--- config.mk ---
export PLATFORM = sky130hd
export DESIGN_NAME = sorted_priority_queue_top
export DESIGN_NICKNAME = d
export VERILOG_FILES = /design/src/hdl/spq_pkg.sv /design/src/hdl/spq_cell.sv /design/src/hdl/sorted_priority_queue_top.sv
export SDC_FILE = /design/constraint.sdc
export NUM_CORES = 2
export LEC_CHECK = 0
export BUFFER_PORTS_ARGS = -buffer_cell sky130_fd_sc_hd__buf_2
export CORE_MARGIN = 3
export CORE_UTILIZATION = 60
export DETAILED_ROUTE_END_ITERATION = 6
export GPL_TIMING_DRIVEN = 0
export PLACE_DENSITY = 0.77
export RECOVER_POWER = 25
export SLEW_MARGIN = 25
export SYNTH_ARGS = -nofsm -noshare
export SYNTH_HDL_FRONTEND = slang
export SYNTH_SLANG_ARGS = --single-unit
--- constraint.sdc ---
create_clock -name clk -period 16 [get_ports clk]
set_clock_uncertainty 0.05 [all_clocks]
set_input_delay 3.2 -clock clk [delete_from_list [all_inputs] [get_ports clk]]
set_output_delay 3.2 -clock clk [all_outputs]
set_load 0.05 [all_outputs]
--- src/hdl/spq_pkg.sv ---
// Shared types and constants for the sorted priority queue.
// No dependencies; used by spq_cell and sorted_priority_queue_top.
package spq_pkg;

	localparam int SPQ_CAPACITY = 16;
	localparam int VAL_W        = 32;
	localparam int CNT_OUT_W    = 5;
	localparam int M_DATA_W     = 80;

	// request kinds carried in s_tuser
	localparam logic REQ_INSERT = 1'b0;
	localparam logic REQ_REMOVE = 1'b1;

	// command broadcast to every cell for one step
	typedef struct packed {
		logic             ins_en;
		logic             rem_en;
		logic [VAL_W-1:0] val;
	} spq_cmd_t;

	// what a cell shows its neighbors
	typedef struct packed {
		logic [VAL_W-1:0] value;
		logic             valid;
		logic             gt;     // valid and value > incoming value
	} spq_link_t;

endpackage

--- src/hdl/spq_cell.sv ---
// One slot of the sorted row: holds one value, compares it with the request.
// Depends on spq_pkg.
module spq_cell (
	input  logic              clk,
	input  spq_pkg::spq_cmd_t cmd,
	input  logic              own_valid,
	input  spq_pkg::spq_link_t left,
	input  spq_pkg::spq_link_t right,
	output spq_pkg::spq_link_t link,
	output logic [spq_pkg::VAL_W-1:0] nxt_value
);
	import spq_pkg::*;

	logic [VAL_W-1:0] value_q;
	logic             gt;

	assign gt = own_valid && ($signed(value_q) > $signed(cmd.val));

	assign link.value = value_q;
	assign link.valid = own_valid;
	assign link.gt    = gt;

	always_comb begin
		nxt_value = value_q;
		if (cmd.ins_en) begin
			// shift right past larger values, or take the new one at its slot
			if (left.gt) begin
				nxt_value = left.value;
			end else if (left.valid && (gt || !own_valid)) begin
				nxt_value = cmd.val;
			end
		end else if (cmd.rem_en) begin
			nxt_value = right.value;
		end
	end

	always_ff @(posedge clk) begin
		value_q <= nxt_value;
	end

endmodule

--- src/hdl/sorted_priority_queue_top.sv ---
// Top level of the sorted min-priority queue: a row of compare cells.
// Depends on spq_pkg and spq_cell.
//
// Channel  Dir  Transfer when          Payload
// s_*      in   s_tvalid & s_tready    tuser: req_type; tdata: value
// m_*      out  m_tvalid & m_tready    tdata: head, removed, count, flags
//
// Cycles: one request per clock while s_tready is high. Every cell compares its value with the
// request in parallel and takes its own, its neighbor's or the new value,
// so the row shifts one place per transfer; the result is registered.
// Reset: arst_n clears the count and the output valid flag; cell contents
// are don't-care until written, since only the first count cells are read.
// Stalls: s_tready drops only while a result waits and m_tready is low.
module sorted_priority_queue_top #(
	parameter int CAPACITY = spq_pkg::SPQ_CAPACITY
) (
	input  logic                          clk,
	input  logic                          arst_n,
	input  logic                          s_tvalid,
	output logic                          s_tready,
	input  logic [spq_pkg::VAL_W-1:0]     s_tdata,  // [31:0] value
	input  logic                          s_tuser,  // [0] req_type
	output logic                          m_tvalid,
	input  logic                          m_tready,
	// [31:0] head_value, [32] head_valid, [64:33] removed_value,
	// [65] removed_valid, [70:66] entry_count, [71] overflow,
	// [72] underflow, [79:73] zero
	output logic [spq_pkg::M_DATA_W-1:0]  m_tdata
);
	import spq_pkg::*;

	localparam int CW = $clog2(CAPACITY + 1);

	logic [CW-1:0] count_q;
	logic [CW-1:0] count_nxt;
	logic          accept;
	logic          full;
	logic          empty;
	spq_cmd_t      cmd;

	spq_link_t        links [CAPACITY];
	logic [VAL_W-1:0] nxt_vals [CAPACITY];

	// output register
	logic             out_valid_q;
	logic [VAL_W-1:0] head_value_q;
	logic             head_valid_q;
	logic [VAL_W-1:0] removed_value_q;
	logic             removed_valid_q;
	logic [CNT_OUT_W-1:0] entry_count_q;
	logic             overflow_q;
	logic             underflow_q;

	logic [CW+CNT_OUT_W-1:0] count_ext;

	assign s_tready = !out_valid_q || m_tready;
	assign accept   = s_tvalid && s_tready;
	assign full     = (count_q == CW'(CAPACITY));
	assign empty    = (count_q == '0);

	assign cmd.ins_en = accept && (s_tuser == REQ_INSERT) && !full;
	assign cmd.rem_en = accept && (s_tuser == REQ_REMOVE) && !empty;
	assign cmd.val    = s_tdata;

	always_comb begin
		count_nxt = count_q;
		if (cmd.ins_en) begin
			count_nxt = count_q + CW'(1);
		end else if (cmd.rem_en) begin
			count_nxt = count_q - CW'(1);
		end
	end

	// row of cells; a cell is occupied when its index is below the count
	for (genvar i = 0; i < CAPACITY; i++) begin : g_cell
		spq_link_t left_link;
		spq_link_t right_link;
		logic      own_valid;

		assign own_valid = (count_q > CW'(i));

		if (i == 0) begin : g_first
			// head cell: nothing to its left, always allowed to take the value
			assign left_link.value = '0;
			assign left_link.valid = 1'b1;
			assign left_link.gt    = 1'b0;
		end else begin : g_mid
			assign left_link = links[i-1];
		end

		if (i == CAPACITY - 1) begin : g_last
			assign right_link.value = '0;
			assign right_link.valid = 1'b0;
			assign right_link.gt    = 1'b0;
		end else begin : g_inner
			assign right_link = links[i+1];
		end

		spq_cell u_cell (
			.clk       (clk),
			.cmd       (cmd),
			.own_valid (own_valid),
			.left      (left_link),
			.right     (right_link),
			.link      (links[i]),
			.nxt_value (nxt_vals[i])
		);
	end

	assign count_ext = {{CNT_OUT_W{1'b0}}, count_nxt};

	always_ff @(posedge clk or negedge arst_n) begin
		if (!arst_n) begin
			count_q     <= '0;
			out_valid_q <= 1'b0;
		end else begin
			count_q <= count_nxt;
			if (accept) begin
				out_valid_q <= 1'b1;
			end else if (m_tready) begin
				out_valid_q <= 1'b0;
			end
		end
	end

	// result payload, loaded on each input transfer
	always_ff @(posedge clk) begin
		if (accept) begin
			head_valid_q    <= (count_nxt != '0);
			head_value_q    <= (count_nxt != '0) ? nxt_vals[0] : '0;
			removed_valid_q <= cmd.rem_en;
			removed_value_q <= cmd.rem_en ? links[0].value : '0;
			entry_count_q   <= count_ext[CNT_OUT_W-1:0];
			overflow_q      <= (s_tuser == REQ_INSERT) && full;
			underflow_q     <= (s_tuser == REQ_REMOVE) && empty;
		end
	end

	assign m_tvalid = out_valid_q;
	assign m_tdata  = {7'b0, underflow_q, overflow_q, entry_count_q, removed_valid_q,
		removed_value_q, head_valid_q, head_value_q};

endmodule

After elaboration in Yosys (flattened, before gate mapping)
Index checks and enable logic that the tools add are counted.
{"block": "op_classes", "n_mux": 67, "order_cmp": 32, "n_addsub": 2, "n_eq_ne": 16, "n_bitwise": 1, "n_reduce_logical": 93}
{"cell": "$mux 32", "n": 63}
{"cell": "$gt 32x32->1", "n": 16}
{"cell": "$ne 3x1->1 const B", "n": 15}
{"cell": "$gt 5x4->1 const B", "n": 8}
{"cell": "$logic_and 1x1->1", "n": 38}
{"cell": "$reduce_and 2->1", "n": 15}
{"cell": "$gt 5x3->1 const B", "n": 4}
{"cell": "$logic_not 1->1", "n": 19}
{"cell": "$logic_or 1x1->1", "n": 17}
{"cell": "$gt 5x1->1 const B", "n": 2}
{"cell": "$gt 5x2->1 const B", "n": 2}
{"cell": "$mux 5", "n": 2}
{"cell": "$add 5x1->5 const B", "n": 1}
{"cell": "$eq 5x5->1 const B", "n": 1}
{"cell": "$logic_not 5->1", "n": 1}
{"cell": "$reduce_bool 5->1", "n": 1}
{"cell": "$sub 5x1->5 const B", "n": 1}
{"cell": "$reduce_bool 2->1", "n": 2}
{"cell": "$mux 1", "n": 2}
{"cell": "$not 1->1", "n": 1}
{"block": "word_totals", "output_inout_bits": 82, "input_bits": 37, "word_cells": 236, "reg_bits": 591}

Logic depth before layout (Yosys ltp)
{"block": "logic_depth", "depth_word": 8, "depth_mapped": 13, "ltp_nobuf": 10}

Hierarchy
Synthesis repeated with hierarchy kept, for this count alone.
{"block": "hier_totals", "cells_unflattened": 7462, "hier_area_um2": 56569.3}
{"mod": "spq_cell (g_cell[0].u_cell ...)", "seq_area_each_um2": 640.6, "cells_per_inst": 452, "area_each_um2": 3318.2, "n_inst": 14}
{"mod": "sorted_priority_queue_top", "seq_area_each_um2": 2342.2, "cells_per_inst": 297, "area_each_um2": 3661.0, "n_inst": 1}
{"mod": "spq_cell (g_cell[13].u_cell)", "seq_area_each_um2": 640.6, "cells_per_inst": 453, "area_each_um2": 3390.8, "n_inst": 1}
{"mod": "spq_cell (g_cell[9].u_cell)", "seq_area_each_um2": 640.6, "cells_per_inst": 384, "area_each_um2": 3062.9, "n_inst": 1}

Worst setup path after synthesis
No wires, ideal clock.
{"block": "synth_timing", "path_kind": "input port to flip-flop", "startpoint": "input s_tdata[14] (netlist name)", "endpoint": "register g_cell[14].u_cell.value_q[0], enable pin", "stages": 11, "slack_ps": 6175, "t_arrival_ps": 9242, "required_ps": 15417, "path_cell_list": "buf_4 -> inv_1 -> ha_1 -> a21oi_1 -> nand2_1 -> a221o_1 -> a211o_1 -> a2111oi_2 -> xor2_1 -> a21boi_0 -> o311ai_0"}
{"block": "synth_between", "elab_chain_len": 6, "elab_cells_between_ends": 8, "cone_classes": "2 x order compare; 1 x eq/ne; 5 x reduce/logical"}
{"item": "start, declared", "line": "sorted_priority_queue_top.sv:21", "text": "input logic [spq_pkg::VAL_W-1:0] s_tdata,"}
{"item": "$gt 32x32->1", "line": "spq_cell.sv:17", "text": "assign gt = own_valid && ($signed(value_q) > $signed(cmd.val));"}
{"item": "$logic_and 1x1->1", "line": "spq_cell.sv:17"}
{"item": "$logic_or 1x1->1", "line": "spq_cell.sv:29", "text": "end else if (left.valid && (gt || !own_valid)) begin"}
{"item": "$logic_and 1x1->1", "line": "spq_cell.sv:29"}
{"item": "$ne 3x1->1 (no line) (*)"}
{"item": "$reduce_and 2->1 (no line) (*)"}
{"item": "end signal, assigned", "line": "spq_cell.sv:38", "text": "value_q <= nxt_value;"}
{"item": "end, declared", "line": "spq_cell.sv:14", "text": "logic [VAL_W-1:0] value_q;"}
Mark *: on every way between the ends. The rest lies on a longest branch, timed or not.
A chain may end at the register's enable or synchronous reset.

Worst setup path in the final report
{"block": "layout_timing", "startpoint": "input m_tready", "endpoint": "register g_cell[11].u_cell.value_q[26], enable pin"}
{"block": "layout_between", "elab_chain_len": 6, "elab_cells_between_ends": 9, "cone_classes": "1 x eq/ne; 8 x reduce/logical"}
{"item": "start, declared", "line": "sorted_priority_queue_top.sv:24", "text": "input logic m_tready,"}
{"item": "$logic_or 1x1->1 (*)", "line": "sorted_priority_queue_top.sv:56", "text": "assign s_tready = !out_valid_q || m_tready;"}
{"item": "$logic_and 1x1->1 (*)", "line": "sorted_priority_queue_top.sv:57", "text": "assign accept = s_tvalid && s_tready;"}
{"item": "named net accept", "line": "sorted_priority_queue_top.sv:36", "text": "logic accept;"}
{"item": "$logic_and 1x1->1 (on tied branches) (2 in series)", "line": "sorted_priority_queue_top.sv:61, sorted_priority_queue_top.sv:62"}
{"item": "$ne 3x1->1 (no line) or $reduce_bool 2->1 (tied branches)"}
{"item": "$reduce_and 2->1 (no line) (*)"}
{"item": "end signal, assigned", "line": "spq_cell.sv:38"}
{"item": "end, declared", "line": "spq_cell.sv:14"}
The timed path passes the listed nets; every way through them passes the cells marked *.

==> qor_table.md <==
| Step | Metric | This run |
| --- | --- | --- |
| run status | Status | finished with violations |
| run status | Failing checks | DRC, capacitance limit, slew limit |
| power | Switching Fraction | 40.2% |
| placement | Count of buffers inserted at the top-level ports | 80 |
| worst setup path | Highest net fanout along the worst path | 38 |
| clock tree | Number of buffers inserted to repair setup after CTS | 0 |
| worst hold path | Source of the worst hold timing path | g_cell[0].u_cell.value_q[24] |
| worst setup path | Buffering stage count on the worst path with inverters included | 7 |
| power | Power density over the cells | 154 nW/um2 |
| clock tree | Root buffer selected by CTS | sky130_fd_sc_hd__clkbuf_16 |
| worst setup path | Cell with the largest stage delay on the worst path | sky130_fd_sc_hd__a41oi_1 |
| worst setup path | Crit. Startpoint | m_tready |
| worst setup path | Cell with the most instances on the worst path | sky130_fd_sc_hd__clkbuf_1 |
| sta | Final setup fails | 0 |
| worst setup path | WP data arrival | 10.02 ns |
| power | Peak VDD IR | 0.0000730 V |
| clock tree | Hold-fix buffers at CTS | 0 |
| final layout | End-of-flow core utilization | 66.8% |
| power | Share of total power in the clock network | 23.4% |
| floorplan | Number of placement rows | 94 |
| clock tree | Maximum count of clock buffers along a single path | 3 |
| worst setup path | Delay of the slowest cell on the worst path | 1.61 ns |
| detailed routing | Detailed-route wire length | 131000 um |
| clock tree | H-tree depth | 3 |
| detailed routing | Routed length per placed instance | 26.2 um |
| global routing | Global-route total usage across every layer | 36.2% |
| final layout | Synth-to-Final Area Change | 9.74% |
| floorplan | Placeable core region | 66200 um2 |
| placement | HPWL after detailed placement | 103000 um |
| global routing | Pin count of the biggest net entering global routing | 39 |
| global routing | First-pass GRT wire length | 196000 um |
| floorplan | Die Footprint | 70400 um2 |
| worst setup path | List of cells traversed by the critical path | buf_2 -> nand2b_1 -> nand2_1 -> clkinvlp_2 -> clkbuf_1 -> nand3_1 -> inv_1 -> clkbuf_1 -> clkbuf_1 -> a21oi_1 -> a41oi_1 -> buf_16 |
| sta | Setup WS post-layout | 6.24 ns |
| worst setup path | Category of the critical setup timing path | primary input to register |
| worst setup path | Data required time of the critical path | 16.26 ns |
| global routing | Via count of the first global-routing pass | 33400 |
| detailed routing | First-pass iteration count of the detailed router | 7 |
| power | Cell-internal power | 4.07 mW |
| job | Reported max-cap violation count | 3 |
| sta | Clock period minus worst slack | 9.76 ns |
| floorplan | Starting Density | 60.9% |
| yosys | Distinct cell type count of the synthesized netlist | 84 |
| yosys | Synth Warn # | 0 |
| sta | Final hold viol count | 0 |
| sta | Maximum operating frequency | 102 MHz |
| yosys | Post-synthesis sequential element count | 591 |
| placement | Final GP Congestion | 0.981 |
| yosys | Proportion of register bits with asynchronous set or reset after synthesis | 1.02% |
| worst setup path | Endpoint class of the critical path | register |
| worst setup path | Top Family by Delay on Critical Path | buffers and inverters |
| yosys | Part of the Yosys area used for sequential elements | 43.1% |
| yosys | Synthesized area per cell | 10.3 um2 |
| power | Part of the total power dissipated in sequential elements | 36.2% |
| sta | Setup repair after global routing missed its margin | false |
| clock tree | Number of clock sinks | 591 |
| power | Logic pwr share | 40.5% |
| detailed routing | Final antenna-violating net count | 0 |
| final layout | Share of cells above drive strength 1 | 5.33% |
| floorplan | Die X-Extent | 265 um |
| worst setup path | Crit path launch type | primary input |
| floorplan | Io pins | 119 |
| detailed routing | Drt via density | 6.88 |
| placement | Standard cell area after detailed placement | 42500 um2 |
| worst setup path | RR Startpoint | m_tvalid |
| sta | Count of final max-slew check failures | 94 |
| global routing | Initial antenna violation count | 1 |
| yosys | Number of flops mapped to enable cells by yosys | 553 |
| sta | Worst max-slew margin expressed relative to the limit | -47.5% |
| detailed routing | Violation count after the first detailed-routing iteration | 4671 |
| global routing | Overall overflow remaining after global route | 0 |
| clock tree | Post_cts resized | 0 |
| final layout | Inserted Diodes | 0 |
| power | Overall power after layout | 6.81 mW |
| sta | Setup total negative slack | 0 ns |
| detailed routing | Via count of the routed design | 34500 |
| power | Switching power | 2.74 mW |
| clock tree | Clock tree from TritonCTS | built |
| sta | Pin slew with the least headroom to its limit | 2.18 ns |
| worst hold path | Worst Hold Class | register to register |
| clock tree | Clock-pin slew reported for the worst setup and hold paths after clock tree synthesis | 0.06 ns |
| yosys | Gate Count Post-Synth | 3922 |
| final layout | Final design instance area without fill | 44300 um2 |
| final layout | Post-layout nets | 4653 |
| yosys | Synth Flop Type | sky130_fd_sc_hd__edfxtp_1 |
| placement | Pre-CTS WS | 7.70 ns |
| clock tree | Number of buffers inserted during clock tree synthesis | 68 |
| yosys | Post-synthesis instance area | 40300 um2 |
| detailed routing | Number of design rule violations left after detail routing | 1 |
| floorplan | Overall die height | 265 um |
| final layout | # fillers | 5312 |
| clock tree | Clk Latency, worst-skew pair | 0.62 ns |
| sta | Final cycle utilization of the critical path | 61.0% |
| power | Static leakage | 17.6 nW |
-- power groups by stage --
stage	sequential [mW]	clock, mW	combinational, mW
4_1_cts	2.45	1.59	2.73
6_report	2.46	1.59	2.76
3_3_place_gp	2.50	0	2.53
5_1_grt	2.49	1.64	2.97
2_1_floorplan	2.51	0	1.82
3_5_place_dp	2.48	0	2.70
-- kinds of logic after synthesis --
group,share of synthesized area (%)
mux,6.34
compound gates,16.4
flops,43.1
fa+ha+maj,16.0
xor+xnor,0.0869
simple gates,14.2
other cells,0.00930
buf+inv,3.83
-- Yosys cell counts (all sizes together), types with 66 or more instances --
cell type	instances	area [um2]
o21ai	88	440
clkbuf	152	571
nand3	293	1470
edfxtp	553	16600
nand4	100	626
buf	97	724
ha	517	6470
mux2i	253	2530
nor2	243	915
nand2	434	1630
o211ai	245	1840
a21oi	386	1940
inv	66	248
-- cell usage in the layout (no fill, tap or decap), types with 9 or more instances in the layout --
cell                        instances
sky130_fd_sc_hd__a211oi_1          16
sky130_fd_sc_hd__o21ai_0           66
sky130_fd_sc_hd__dfxtp_1           32
sky130_fd_sc_hd__o21ai_1           21
sky130_fd_sc_hd__and2_1            12
sky130_fd_sc_hd__nor3_1            25
sky130_fd_sc_hd__o221ai_1           9
sky130_fd_sc_hd__nand2b_1          16
sky130_fd_sc_hd__or3_1             16
sky130_fd_sc_hd__nand2_1          434
sky130_fd_sc_hd__a221oi_1           9
sky130_fd_sc_hd__buf_2             29
sky130_fd_sc_hd__o211ai_1         245
sky130_fd_sc_hd__nand4_1          100
sky130_fd_sc_hd__and4_1            11
sky130_fd_sc_hd__o21a_1            34
sky130_fd_sc_hd__mux2i_1          252
sky130_fd_sc_hd__inv_1             65
sky130_fd_sc_hd__ha_1             517
sky130_fd_sc_hd__nor2b_1           15
sky130_fd_sc_hd__o211a_1           33
sky130_fd_sc_hd__nor2_1           242
sky130_fd_sc_hd__clkbuf_16         71
sky130_fd_sc_hd__a21o_1            52
sky130_fd_sc_hd__and2_0            24
sky130_fd_sc_hd__nand3_1          293
sky130_fd_sc_hd__a221o_1           16
sky130_fd_sc_hd__clkinv_1          10
sky130_fd_sc_hd__a31oi_1           14
sky130_fd_sc_hd__buf_6              9
sky130_fd_sc_hd__buf_4             51
sky130_fd_sc_hd__o22a_1            32
sky130_fd_sc_hd__buf_16            11
sky130_fd_sc_hd__nor4_1            22
sky130_fd_sc_hd__edfxtp_1         553
sky130_fd_sc_hd__a21oi_1          382
sky130_fd_sc_hd__clkbuf_1         257
-- path summary, 6_finish.rpt --
kind,slack (ns),to,cells past startpoint
max reg2reg,8.54,g_cell[11].u_cell.value_q[26],11
min,0.52,g_cell[0].u_cell.value_q[24],1
max,6.24,g_cell[11].u_cell.value_q[26],12
max in group asynchronous,13.22,m_tvalid,1
min in group asynchronous,2.41,count_q[2],1
min reg2reg,0.52,g_cell[0].u_cell.value_q[24],1
-- per-layer routing --
| metal | global-route usage, % | share of wire [%] |
|---|---|---|
| met5 | 0 | 0.0099 |
| met4 | 16.4 | 4.7 |
| met3 | 6.75 | 11 |
| met2 | 56.0 | 44 |
| met1 | 49.9 | 40 |
-- flip-flops by register name, summed over array words and instances, names as in the netlist --
name / cells
g_cell.u_cell.value_q: 512
removed_valid_q: 1
count_q: 5
entry_count_q: 5
removed_value_q: 32
head_value_q: 32
m_tvalid: 1
underflow_q: 1
overflow_q: 1
head_valid_q: 1
-- area by class of cell --
class / count / area [um2] / share of cell area [%]
multi-input combinational: 3021 / 21500 / 48.6
buffer: 249 / 1200 / 2.71
sequential: 591 / 17400 / 39.3
inverter: 67 / 253 / 0.571
timing repair buffer: 101 / 686 / 1.55
tap: 864 / 1080 / 2.44
clock buffer: 92 / 1900 / 4.28
clock inverter: 24 / 263 / 0.594
-- through the flow --
| step | hold slack (ns) | instances |
|---|---|---|
| after floorplan | 0.452 | 3928 |
| after global placement | 0.456 | 4872 |
| after detailed placement | 0.498 | 4893 |
| after CTS | 0.513 | 5009 |
| after global routing | 0.536 | 5009 |
| final | 0.515 | 5009 |
Power figures use the tool's default switching activity.
